==> src/design/cld_pkg.sv <==
// ----------------------------------------------------------------------------
// cld_pkg: shared types and constants for the deque search block
// Sizes, action and status codes, word structures and the cell control word.
// ----------------------------------------------------------------------------
`default_nettype none

package cld_pkg;

    // Store size and the widths that follow from it.
    localparam int DEPTH  = 16;
    localparam int IDX_W  = (DEPTH > 1) ? $clog2(DEPTH) : 1;
    localparam int CNT_W  = $clog2(DEPTH + 1);
    localparam int DATA_W = 32;

    // Request actions.
    typedef enum logic [2:0] {
        ACT_INS_FRONT = 3'd0,
        ACT_INS_BACK  = 3'd1,
        ACT_REM_FRONT = 3'd2,
        ACT_REM_BACK  = 3'd3,
        ACT_SEARCH    = 3'd4,
        ACT_CLEAR     = 3'd5
    } t_action;

    // Result status codes.
    typedef enum logic [1:0] {
        ST_OK       = 2'd0,
        ST_EMPTY    = 2'd1,
        ST_FULL     = 2'd2,
        ST_NOTFOUND = 2'd3
    } t_status;

    // Request word.
    typedef struct packed {
        logic [2:0]               action;
        logic signed [DATA_W-1:0] value;
    } t_in_word;

    // Result word.
    typedef struct packed {
        logic [1:0]               status;
        logic signed [DATA_W-1:0] data;
        logic [CNT_W-1:0]         count;
    } t_out_word;

    // Chain-wide control from the sequencing logic.
    typedef struct packed {
        logic              ins_front;
        logic              ins_back;
        logic              rem_front;
        logic [DATA_W-1:0] key;
        logic [CNT_W-1:0]  count;
    } t_chain_ctrl;

    // Per-cell control derived by the chain.
    typedef struct packed {
        logic              take_value;
        logic              take_left;
        logic              take_right;
        logic              occupied;
        logic [DATA_W-1:0] key;
    } t_cell_ctrl;

endpackage

`default_nettype wire

==> src/design/cld_cell.sv <==
// ----------------------------------------------------------------------------
// cld_cell: one storage cell of the deque chain
// Holds one entry, shifts towards either neighbour and compares with the key.
// ----------------------------------------------------------------------------
`default_nettype none

module cld_cell (
    input  wire logic                       i_clk,
    input  wire cld_pkg::t_cell_ctrl        i_ctrl,
    input  wire logic [cld_pkg::DATA_W-1:0] i_left,
    input  wire logic [cld_pkg::DATA_W-1:0] i_right,
    output logic      [cld_pkg::DATA_W-1:0] o_data,
    output logic                            o_match
);
    import cld_pkg::*;

    logic [DATA_W-1:0] r_data;
    logic [DATA_W-1:0] n_data;

    // Pick the new content: a fresh value, or a neighbour's entry.
    always_comb begin
        if (i_ctrl.take_value) begin
            n_data = i_ctrl.key;
        end else if (i_ctrl.take_left) begin
            n_data = i_left;
        end else if (i_ctrl.take_right) begin
            n_data = i_right;
        end else begin
            n_data = r_data;
        end
    end

    // Payload register, no reset needed.
    always_ff @(posedge i_clk) begin
        r_data <= n_data;
    end

    // Only a held entry may report a match.
    assign o_match = i_ctrl.occupied && (r_data == i_ctrl.key);
    assign o_data  = r_data;

endmodule

`default_nettype wire

==> src/design/cld_chain.sv <==
// ----------------------------------------------------------------------------
// cld_chain: row of storage cells holding the deque front to back
// Cell zero is the front; each cell hands its entry to a neighbour on a shift.
// ----------------------------------------------------------------------------
`default_nettype none

module cld_chain (
    input  wire logic                                      i_clk,
    input  wire cld_pkg::t_chain_ctrl                      i_ctrl,
    output logic [cld_pkg::DEPTH-1:0][cld_pkg::DATA_W-1:0] o_data,
    output logic [cld_pkg::DEPTH-1:0]                      o_match
);
    import cld_pkg::*;

    for (genvar k = 0; k < DEPTH; k++) begin : g_cell
        t_cell_ctrl        w_ctrl;
        logic [DATA_W-1:0] w_left;
        logic [DATA_W-1:0] w_right;
        logic [CNT_W-1:0]  w_pos;

        assign w_pos = CNT_W'(k);

        // Per-cell control: front insert shifts back, front removal shifts forward.
        always_comb begin
            w_ctrl.take_value = (i_ctrl.ins_front && (k == 0))
                             || (i_ctrl.ins_back && (w_pos == i_ctrl.count));
            w_ctrl.take_left  = i_ctrl.ins_front && (k != 0);
            w_ctrl.take_right = i_ctrl.rem_front;
            w_ctrl.occupied   = w_pos < i_ctrl.count;
            w_ctrl.key        = i_ctrl.key;
        end

        // Neighbour links; the ends feed back their own entry.
        if (k == 0) begin : g_first
            assign w_left = o_data[k];
        end else begin : g_mid_l
            assign w_left = o_data[k-1];
        end
        if (k == DEPTH - 1) begin : g_last
            assign w_right = o_data[k];
        end else begin : g_mid_r
            assign w_right = o_data[k+1];
        end

        cld_cell u_cell (
            .i_clk   (i_clk),
            .i_ctrl  (w_ctrl),
            .i_left  (w_left),
            .i_right (w_right),
            .o_data  (o_data[k]),
            .o_match (o_match[k])
        );
    end

endmodule

`default_nettype wire

==> src/design/circular_list_deque_search.sv <==
// ----------------------------------------------------------------------------
// circular_list_deque_search: bounded deque of signed words with search
// Inserts and removes at both ends, searches all entries, clears the store.
// ----------------------------------------------------------------------------
// Usage:
//   Request words arrive on i_in_valid / i_in_word and are held back with
//   o_in_stall. Each word carries an action and a value. Every request gives
//   exactly one result word on o_out_valid / o_out_word, stalled by
//   i_out_stall, with a status, a data value and the entry count afterwards.
//   Entries live in a row of cells, front in cell zero; a front insert or
//   removal shifts the whole row by one in the same cycle, and a search
//   compares every cell at once. The result is registered: it appears in the
//   output register the cycle after acceptance, and one request per cycle is
//   taken while the receiver keeps up.
//   When the receiver stalls, the result holds and a new request is taken
//   only once the output register is free or being emptied in that cycle.
//   Reset empties the store (count zero) and clears the output valid; cell
//   contents are left as they are.
// ----------------------------------------------------------------------------
`default_nettype none

module circular_list_deque_search (
    input  wire logic               i_clk,
    input  wire logic               i_rst_n,
    input  wire logic               i_in_valid,
    input  wire cld_pkg::t_in_word  i_in_word,
    output logic                    o_in_stall,
    output logic                    o_out_valid,
    output cld_pkg::t_out_word      o_out_word,
    input  wire logic               i_out_stall
);
    import cld_pkg::*;

    localparam logic [CNT_W-1:0] FULL_COUNT = CNT_W'(DEPTH);

    logic                           r_out_valid;
    t_out_word                      r_out_word;
    t_out_word                      n_out_word;
    logic [CNT_W-1:0]               r_count;
    logic [CNT_W-1:0]               n_count;
    logic                           w_accept;
    logic                           w_full;
    logic                           w_empty;
    logic [IDX_W-1:0]               w_tail;
    t_chain_ctrl                    w_ctrl;
    logic [DEPTH-1:0][DATA_W-1:0]   w_cell_data;
    logic [DEPTH-1:0]               w_match;

    // Handshake: the output register frees itself as it drains.
    assign o_in_stall = r_out_valid && i_out_stall;
    assign w_accept   = i_in_valid && !o_in_stall;

    assign w_full  = r_count == FULL_COUNT;
    assign w_empty = r_count == '0;
    assign w_tail  = IDX_W'(r_count - CNT_W'(1));

    // Decode the request into chain control, status, data and new count.
    always_comb begin
        w_ctrl.ins_front  = 1'b0;
        w_ctrl.ins_back   = 1'b0;
        w_ctrl.rem_front  = 1'b0;
        w_ctrl.key        = i_in_word.value;
        w_ctrl.count      = r_count;
        n_count           = r_count;
        n_out_word.status = ST_OK;
        n_out_word.data   = '0;
        case (t_action'(i_in_word.action))
            ACT_INS_FRONT: begin
                if (w_full) begin
                    n_out_word.status = ST_FULL;
                end else begin
                    w_ctrl.ins_front = w_accept;
                    n_count          = r_count + CNT_W'(1);
                end
            end
            ACT_INS_BACK: begin
                if (w_full) begin
                    n_out_word.status = ST_FULL;
                end else begin
                    w_ctrl.ins_back = w_accept;
                    n_count         = r_count + CNT_W'(1);
                end
            end
            ACT_REM_FRONT: begin
                if (w_empty) begin
                    n_out_word.status = ST_EMPTY;
                end else begin
                    w_ctrl.rem_front = w_accept;
                    n_out_word.data  = w_cell_data[0];
                    n_count          = r_count - CNT_W'(1);
                end
            end
            ACT_REM_BACK: begin
                if (w_empty) begin
                    n_out_word.status = ST_EMPTY;
                end else begin
                    n_out_word.data = w_cell_data[w_tail];
                    n_count         = r_count - CNT_W'(1);
                end
            end
            ACT_SEARCH: begin
                if (|w_match) begin
                    n_out_word.data = i_in_word.value;
                end else begin
                    n_out_word.status = ST_NOTFOUND;
                end
            end
            ACT_CLEAR: begin
                if (w_empty) begin
                    n_out_word.status = ST_EMPTY;
                end
                n_count = '0;
            end
            default: begin
            end
        endcase
        n_out_word.count = n_count;
    end

    cld_chain u_chain (
        .i_clk   (i_clk),
        .i_ctrl  (w_ctrl),
        .o_data  (w_cell_data),
        .o_match (w_match)
    );

    // Count and output valid are control state; the result word is payload.
    always_ff @(posedge i_clk) begin
        if (!i_rst_n) begin
            r_count     <= '0;
            r_out_valid <= 1'b0;
        end else begin
            if (w_accept) begin
                r_count     <= n_count;
                r_out_valid <= 1'b1;
            end else if (!i_out_stall) begin
                r_out_valid <= 1'b0;
            end
        end
    end

    always_ff @(posedge i_clk) begin
        if (w_accept) begin
            r_out_word <= n_out_word;
        end
    end

    assign o_out_valid = r_out_valid;
    assign o_out_word  = r_out_word;

    // The count never passes the store size.
    a_count_bound: assert property (@(posedge i_clk) disable iff (!i_rst_n)
        r_count <= FULL_COUNT)
        else $error("entry count exceeds store size");

    // An accepted back insert into a store with room grows the count by one.
    a_ins_back_grows: assert property (@(posedge i_clk) disable iff (!i_rst_n)
        (w_accept && (i_in_word.action == ACT_INS_BACK) && !w_full)
        |=> (r_count == $past(r_count) + CNT_W'(1)))
        else $error("back insert did not grow the count");

    // A full status only ever goes out with a full count.
    a_full_status: assert property (@(posedge i_clk) disable iff (!i_rst_n)
        (r_out_valid && (r_out_word.status == ST_FULL)) |-> (r_out_word.count == FULL_COUNT))
        else $error("full status with a count below the store size");

    // An empty status only ever goes out with a zero count.
    a_empty_status: assert property (@(posedge i_clk) disable iff (!i_rst_n)
        (r_out_valid && (r_out_word.status == ST_EMPTY)) |-> (r_out_word.count == '0))
        else $error("empty status with entries held");

endmodule

`default_nettype wire

==> config.mk <==
export PLATFORM = sky130hd
export DESIGN_NAME = circular_list_deque_search
export DESIGN_NICKNAME = d
export VERILOG_FILES = /design/src/design/cld_pkg.sv /design/src/design/cld_cell.sv /design/src/design/cld_chain.sv /design/src/design/circular_list_deque_search.sv
export SDC_FILE = /design/constraint.sdc
export NUM_CORES = 2
export LEC_CHECK = 0
export BUFFER_PORTS_ARGS = -buffer_cell sky130_fd_sc_hd__buf_2
export CORE_MARGIN = 3
export CORE_UTILIZATION = 30
export CTS_BUF_LIST = sky130_fd_sc_hd__clkbuf_16
export DETAILED_ROUTE_END_ITERATION = 10
export GPL_TIMING_DRIVEN = 0
export PLACE_DENSITY = 0.56
export SLEW_MARGIN = 20
export SYNTH_ARGS = -nofsm -noshare
export SYNTH_HDL_FRONTEND = slang
export SYNTH_SLANG_ARGS = --single-unit
export TNS_END_PERCENT = 1
==> constraint.sdc <==
create_clock -name i_clk -period 4.2 [get_ports i_clk]
set_input_delay 0.21 -clock i_clk [delete_from_list [all_inputs] [get_ports i_clk]]
set_output_delay 0.21 -clock i_clk [all_outputs]
set_load 0.02 [all_outputs]
; ---- Yosys cells after proc, flatten, opt, wreduce, memory -nomap -nowiden
; Cells that the tools add are included.
[classes]
mux = 66
reduce_logical = 58
add_sub_neg = 2
eq_ne = 38
n_lt_le_gt_ge = 17
[ops]
columns = cell, n
row1 = $mux 32, 50
row2 = $eq 32x32->1, 16
row3 = $bmux 32 s4, 1
row4 = $pmux 32 s3, 1
row5 = $reduce_bool 3->1, 14
row6 = $eq 4x5->1 const A, 8
row7 = $lt 4x5->1 const A, 8
row8 = $logic_and 1x1->1, 34
row9 = $eq 3x5->1 const A, 4
row10 = $lt 3x5->1 const A, 4
row11 = $reduce_or 16->1, 1
row12 = $pmux 5 s3, 1
row13 = $eq 2x5->1 const A, 2
row14 = $lt 1x5->1 const A, 2
row15 = $lt 2x5->1 const A, 2
row16 = $mux 5, 2
row17 = $mux 1, 8
row18 = $eq 3x2->1 const B, 2
row19 = $eq 3x3->1 const B, 2
row20 = $pmux 2 s3, 1
row21 = $add 5x1->5 const B, 1
row22 = $eq 1x5->1 const A, 1
row23 = $eq 5x5->1 const B, 1
row24 = $logic_not 5->1, 1
row25 = 11 further kinds, 14
[word_totals]
out_inout_bits = 41
ff_bits = 557

; ---- Depth between registers and ports, before layout
[logic_depth]
ltp_word = 8
mapped_depth = 16

; ---- Cells and area by module
; From an unflattened synthesis, not the netlist that was laid out.
[hier_totals]
hier_cells = 3445
hier_area_um2 = 38137.8
[by_module_without_submodules]
columns = mod, area_per_inst_um2, seq_area_each_um2, cells_each, n_inst
row1 = cld_cell, 1978.1, 960.9, 184, 16
row2 = circular_list_deque_search, 6194.7, 1291.2, 446, 1
row3 = cld_chain, 292.8, 0.0, 55, 1

; ---- Least setup slack after synthesis
; Ideal clock, no wire load.
[synth_path]
path_kind = register -> register
startpoint = register r_count[0]
endpoint = register u_chain.g_cell[8].u_cell.r_data[0], enable pin
setup_time_ns = 0.389
stages_incl_launch_ff = 16
t_arrival_ns = 3.776
synth_period_minus_slack_ns = 4.165
slack_ns = 0.035
n_path_buf = 7
cell_sequence = dfxtp_1 -> buf_6 -> buf_6 -> buf_6 -> buf_1 -> inv_1 -> ha_1 -> buf_2 -> nor4bb_2 -> nor3_2 -> nand4_1 -> nor3_1 -> nand2_1 -> clkbuf_1 -> clkbuf_1 -> nand2_1
[synth_via]
elab_chain_cells = 5
word_cells_on_any_way = 10
cone_classes = 2 x eq/ne / 5 x mux / 3 x reduce/logical
[synth_rtl]
columns = element, line_no
row1 = "start, declared", circular_list_deque_search.sv:39  ; logic [CNT_W-1:0] r_count;
row2 = "start signal, assigned", circular_list_deque_search.sv:134  ; r_count <= n_count;
row3 = $eq 5x5->1, circular_list_deque_search.sv:53  ; assign w_full = r_count == FULL_COUNT;
row4 = $mux 1, "circular_list_deque_search.sv:69, circular_list_deque_search.sv:77"
row5 = $mux 1, circular_list_deque_search.sv:67  ; case (t_action'(i_in_word.action))
row6 = $logic_and 1x1->1, cld_chain.sv:26  ; || (i_ctrl.ins_back && (w_pos == i_ctrl.count));
row7 = $reduce_bool 3->1 (no line) (*), --
row8 = "end signal, assigned", cld_cell.sv:35  ; r_data <= n_data;
row9 = "end, declared", cld_cell.sv:17  ; logic [DATA_W-1:0] r_data;
; Every way passes the cells marked *; elsewhere a longest branch is shown, timed or not.
; A chain may end at the register's enable or synchronous reset.

; ---- Worst setup path in the final report
[layout_path]
startpoint = register r_count[0]
endpoint = register u_chain.g_cell[7].u_cell.r_data[27] (data pin)
[layout_via]
elab_chain_cells = 5
word_cells_on_any_way = 8
cone_classes = 2 x eq/ne / 5 x mux / 1 x reduce/logical
[layout_rtl]
columns = element, line_no
row1 = $eq 5x5->1, circular_list_deque_search.sv:53
row2 = $mux 1, "circular_list_deque_search.sv:69, circular_list_deque_search.sv:77"
row3 = $mux 1, circular_list_deque_search.sv:67
row4 = $mux 32 / $logic_and 1x1->1 (equally long branches), "cld_cell.sv:24, cld_chain.sv:26"
row5 = $mux 32 (*), cld_cell.sv:22  ; if (i_ctrl.take_value) begin
row6 = via u_chain.g_cell[7].u_cell.n_data[27], cld_cell.sv:18  ; logic [DATA_W-1:0] n_data;
row7 = "end signal, assigned", cld_cell.sv:35
row8 = "end, declared", cld_cell.sv:17
; Mark *: on every way through the listed nets, which the timed path passes. The rest lies on a longest branch.

==> impl_metrics.ini <==
[drt]
drt_pass1_iterations = 8
drc = 0
num_vias = 35600
viasPerCell = 6.269
routedWlPerCell_um = 40.68
ant_nets = 0
drt_iter0_markers = 6879
routed_wl_um = 231000

[synth]
synth_edf_count = 551
synth_top_area_share_pct = 43.60
seq_area_frac_synth_pct = 43.92
syn_inst = 3820
synth_async_sr_flop_share_pct = 0
ys_types = 51
syn_area_um2 = 37950
syn_area_per_cell_um2 = 9.934
synthesis.nets = 3864
synth_top_cell_by_area = edfxtp_1
ys_ff_latch = 557
ys.flop_type = edfxtp_1
yosysWarningCount = 0
yosys-top-cells-area = edfxtp_1 (44%), mux4_2 (9.5%), nand2_1 (9.0%), xnor2_1 (7.8%), a31oi_1 (5.8%)

[die]
coreArea_um2 = 124600
rows = 129
initial_core_util_pct = 30.45
dieArea_um2 = 130800
die_h_um = 361.7
io_pins = 80
die-width_um = 361.7

[pwr]
power_density_nw_per_um2 = 364.3
p_leak_uw = 0.01491
power_uw = 15900
vdd_drop_max_v = 0.0002861

[sta]
holdWs_ns = 0.1885
fin_crit_sh_pct = 102.5
hold_viol = 0
skew_ns = 0.04627
setup_viol = 262
rsz0062_at_grt = yes
timing.final.max_slew_violations = 0
max_freq_ghz = 0.2322
slew_headroom_pct = 18.95
period_needed_ns = 4.306
setup_slack_ns = -0.1061
setup_tns_ns = -9.484
worstMarginPinSlew_ns = 1.216

[global_routing]
grt_use_total_pct = 34.14
grt_first_pass_wirelength_um = 300600
antenna_found_initial = 10
grt_max_degree = 36
overflow = 0
grt_pass1_vias = 32380

[worst_setup_path]
r2r_cells = 15
rrSetupSlack_ns = -0.11
cp.required_ns = 4.70
crit_path_max_fanout = 10
cp-start-kind = flop
critPathArrivalTime_ns = 4.81
path_class = flop to flop
endpoint_kind = flop

[clocking]
cts_buffers = 73
cts_tree = done
cts_buffer_depth = 3
clock_latency_ns = 0.70
htree_levels = 3
cts_root_buf = clkbuf_16
clkSinkCount = 557
clk_pin_slew_ns = 0.07

[outcome]
violations = setup timing
status = finished, violations left

[final_layout]
fin_area_um2 = 43660
nFillCells = 12750
syn_to_final_growth_pct = 15.04
mostFrequentLayoutCell = nand2_1
final_cell_mix = nand2_1 (893), edfxtp_1 (551), nor2_1 (361), a31oi_1 (353), xnor2_1 (338)
layout-drive-gt1-share_pct = 16.79
nets = 4026

[hold_path]
min_path_cells = 5
hold_class = primary input to flop

[placed_design]
dpl_cell_area_um2 = 40640
place_hpwl_um = 185300
io_buffers = 47
gp_congestion = 1.114

[job]
maxCapViolations = 0
power by group:
part           internal (µW)  leakage (µW)  switching [µW]
registers               6320       0.00510             258
logic                   1030       0.00865            2100
clock network           3310       0.00115            2890
total                  10700        0.0149            5250
stage by stage:
stage | util (%) | cells | setup WS (ns)
2_1_floorplan | - | 3820 | 0.03500
3_3_place_gp | 32.29 | 5504 | -3.584
3_5_place_dp | 32.62 | 5522 | -2.733
4_1_cts | 34.90 | 5671 | 0.003515
5_1_grt | 35.03 | 5675 | -0.07780
6_report | 35.04 | 5678 | -0.1061
routing by layer:
metal / vias up / track usage (%) / routed length (µm)
li1: 14040 / - / -
met1: 17880 / 43.69 / 85690
met2: 3112 / 48.47 / 93980
met3: 562 / 10.80 / 30420
met4: 4 / 24.60 / 20860
met5: - / 0 / 27
state kept, by name (all words and copies together), names as in the netlist:
name and flops:
o_out_valid 1, r_count 5, o_out_word 39, u_chain.g_cell.u_cell.o_data 512
cell usage after synthesis, drive strengths merged (6+ instances only):
master,number
nand2,910
edfxtp,551
nor2,363
a31oi,353
xnor2,338
buf,198
clkbuf,181
xor2,177
mux4,160
o21ai,132
mux2,96
mux2i,96
nand4,95
nor4,58
nand3,23
nor3,23
a21oi,14
dfxtp,6
nand2b,6
area by class of cell:
class,instances,area [µm²],area share (%)
inverter,5,23.77,0.05446
buffer,378,2098,4.806
tap,1637,2048,4.692
multi-input combinational,2879,19760,45.27
clock buffer,73,1827,4.184
timing repair buffer,88,825.8,1.892
sequential,557,16670,38.19
antenna,3,7.507,0.01720
clock inverter,58,391.6,0.8971
critical path, stage by stage, from the launching register on:
cell and delay [ns]:
dfxtp_4 0.44, buf_8 0.18, buf_12 0.13, buf_12 0.16, buf_12 0.18, clkinvlp_4 0.14
ha_1 0.21, buf_4 0.23, nand3_1 0.13, nand2_1 0.14, nor3_4 0.36, buf_2 0.43
buf_4 0.37, buf_2 0.43, nand2_1 0.29, a31oi_1 0.24
timing repair:
action | in CTS | in global routing
buffers inserted | 14 | 3
endpoints found under the setup margin | 1062 | 758
pin swaps | 8 | 2
endpoints found under the hold margin | 7 | 0
gates cloned | 1 | 1
hold buffers | 4 | 0
resized for setup | 148 | 57
final timing paths:
kind,from,to
worst max register to register,r_count[0]$_SDFFE_PN0P_,u_chain.g_cell[7].u_cell.o_data[27]$_DFFE_PP_
worst max-delay path,r_count[0]$_SDFFE_PN0P_,u_chain.g_cell[7].u_cell.o_data[27]$_DFFE_PP_
worst min register to register,u_chain.g_cell[14].u_cell.o_data[8]$_DFFE_PP_,u_chain.g_cell[15].u_cell.o_data[8]$_DFFE_PP_
worst min-delay path,i_out_stall,r_count[2]$_SDFFE_PN0P_
logic make-up after synthesis:
| logic type | Yosys count | synth area share, % |
|---|---|---|
| xor gates and xnor gates | 515 | 11.91 |
| AOI/OAI and AO/OA | 517 | 8.147 |
| buffers and inverters | 384 | 4.820 |
| and+or+nand+nor | 1490 | 16.17 |
| muxes | 352 | 14.88 |
| adders and majority gates | 5 | 0.1649 |
| DFF | 557 | 43.92 |
Power figures use the tool's default switching activity.
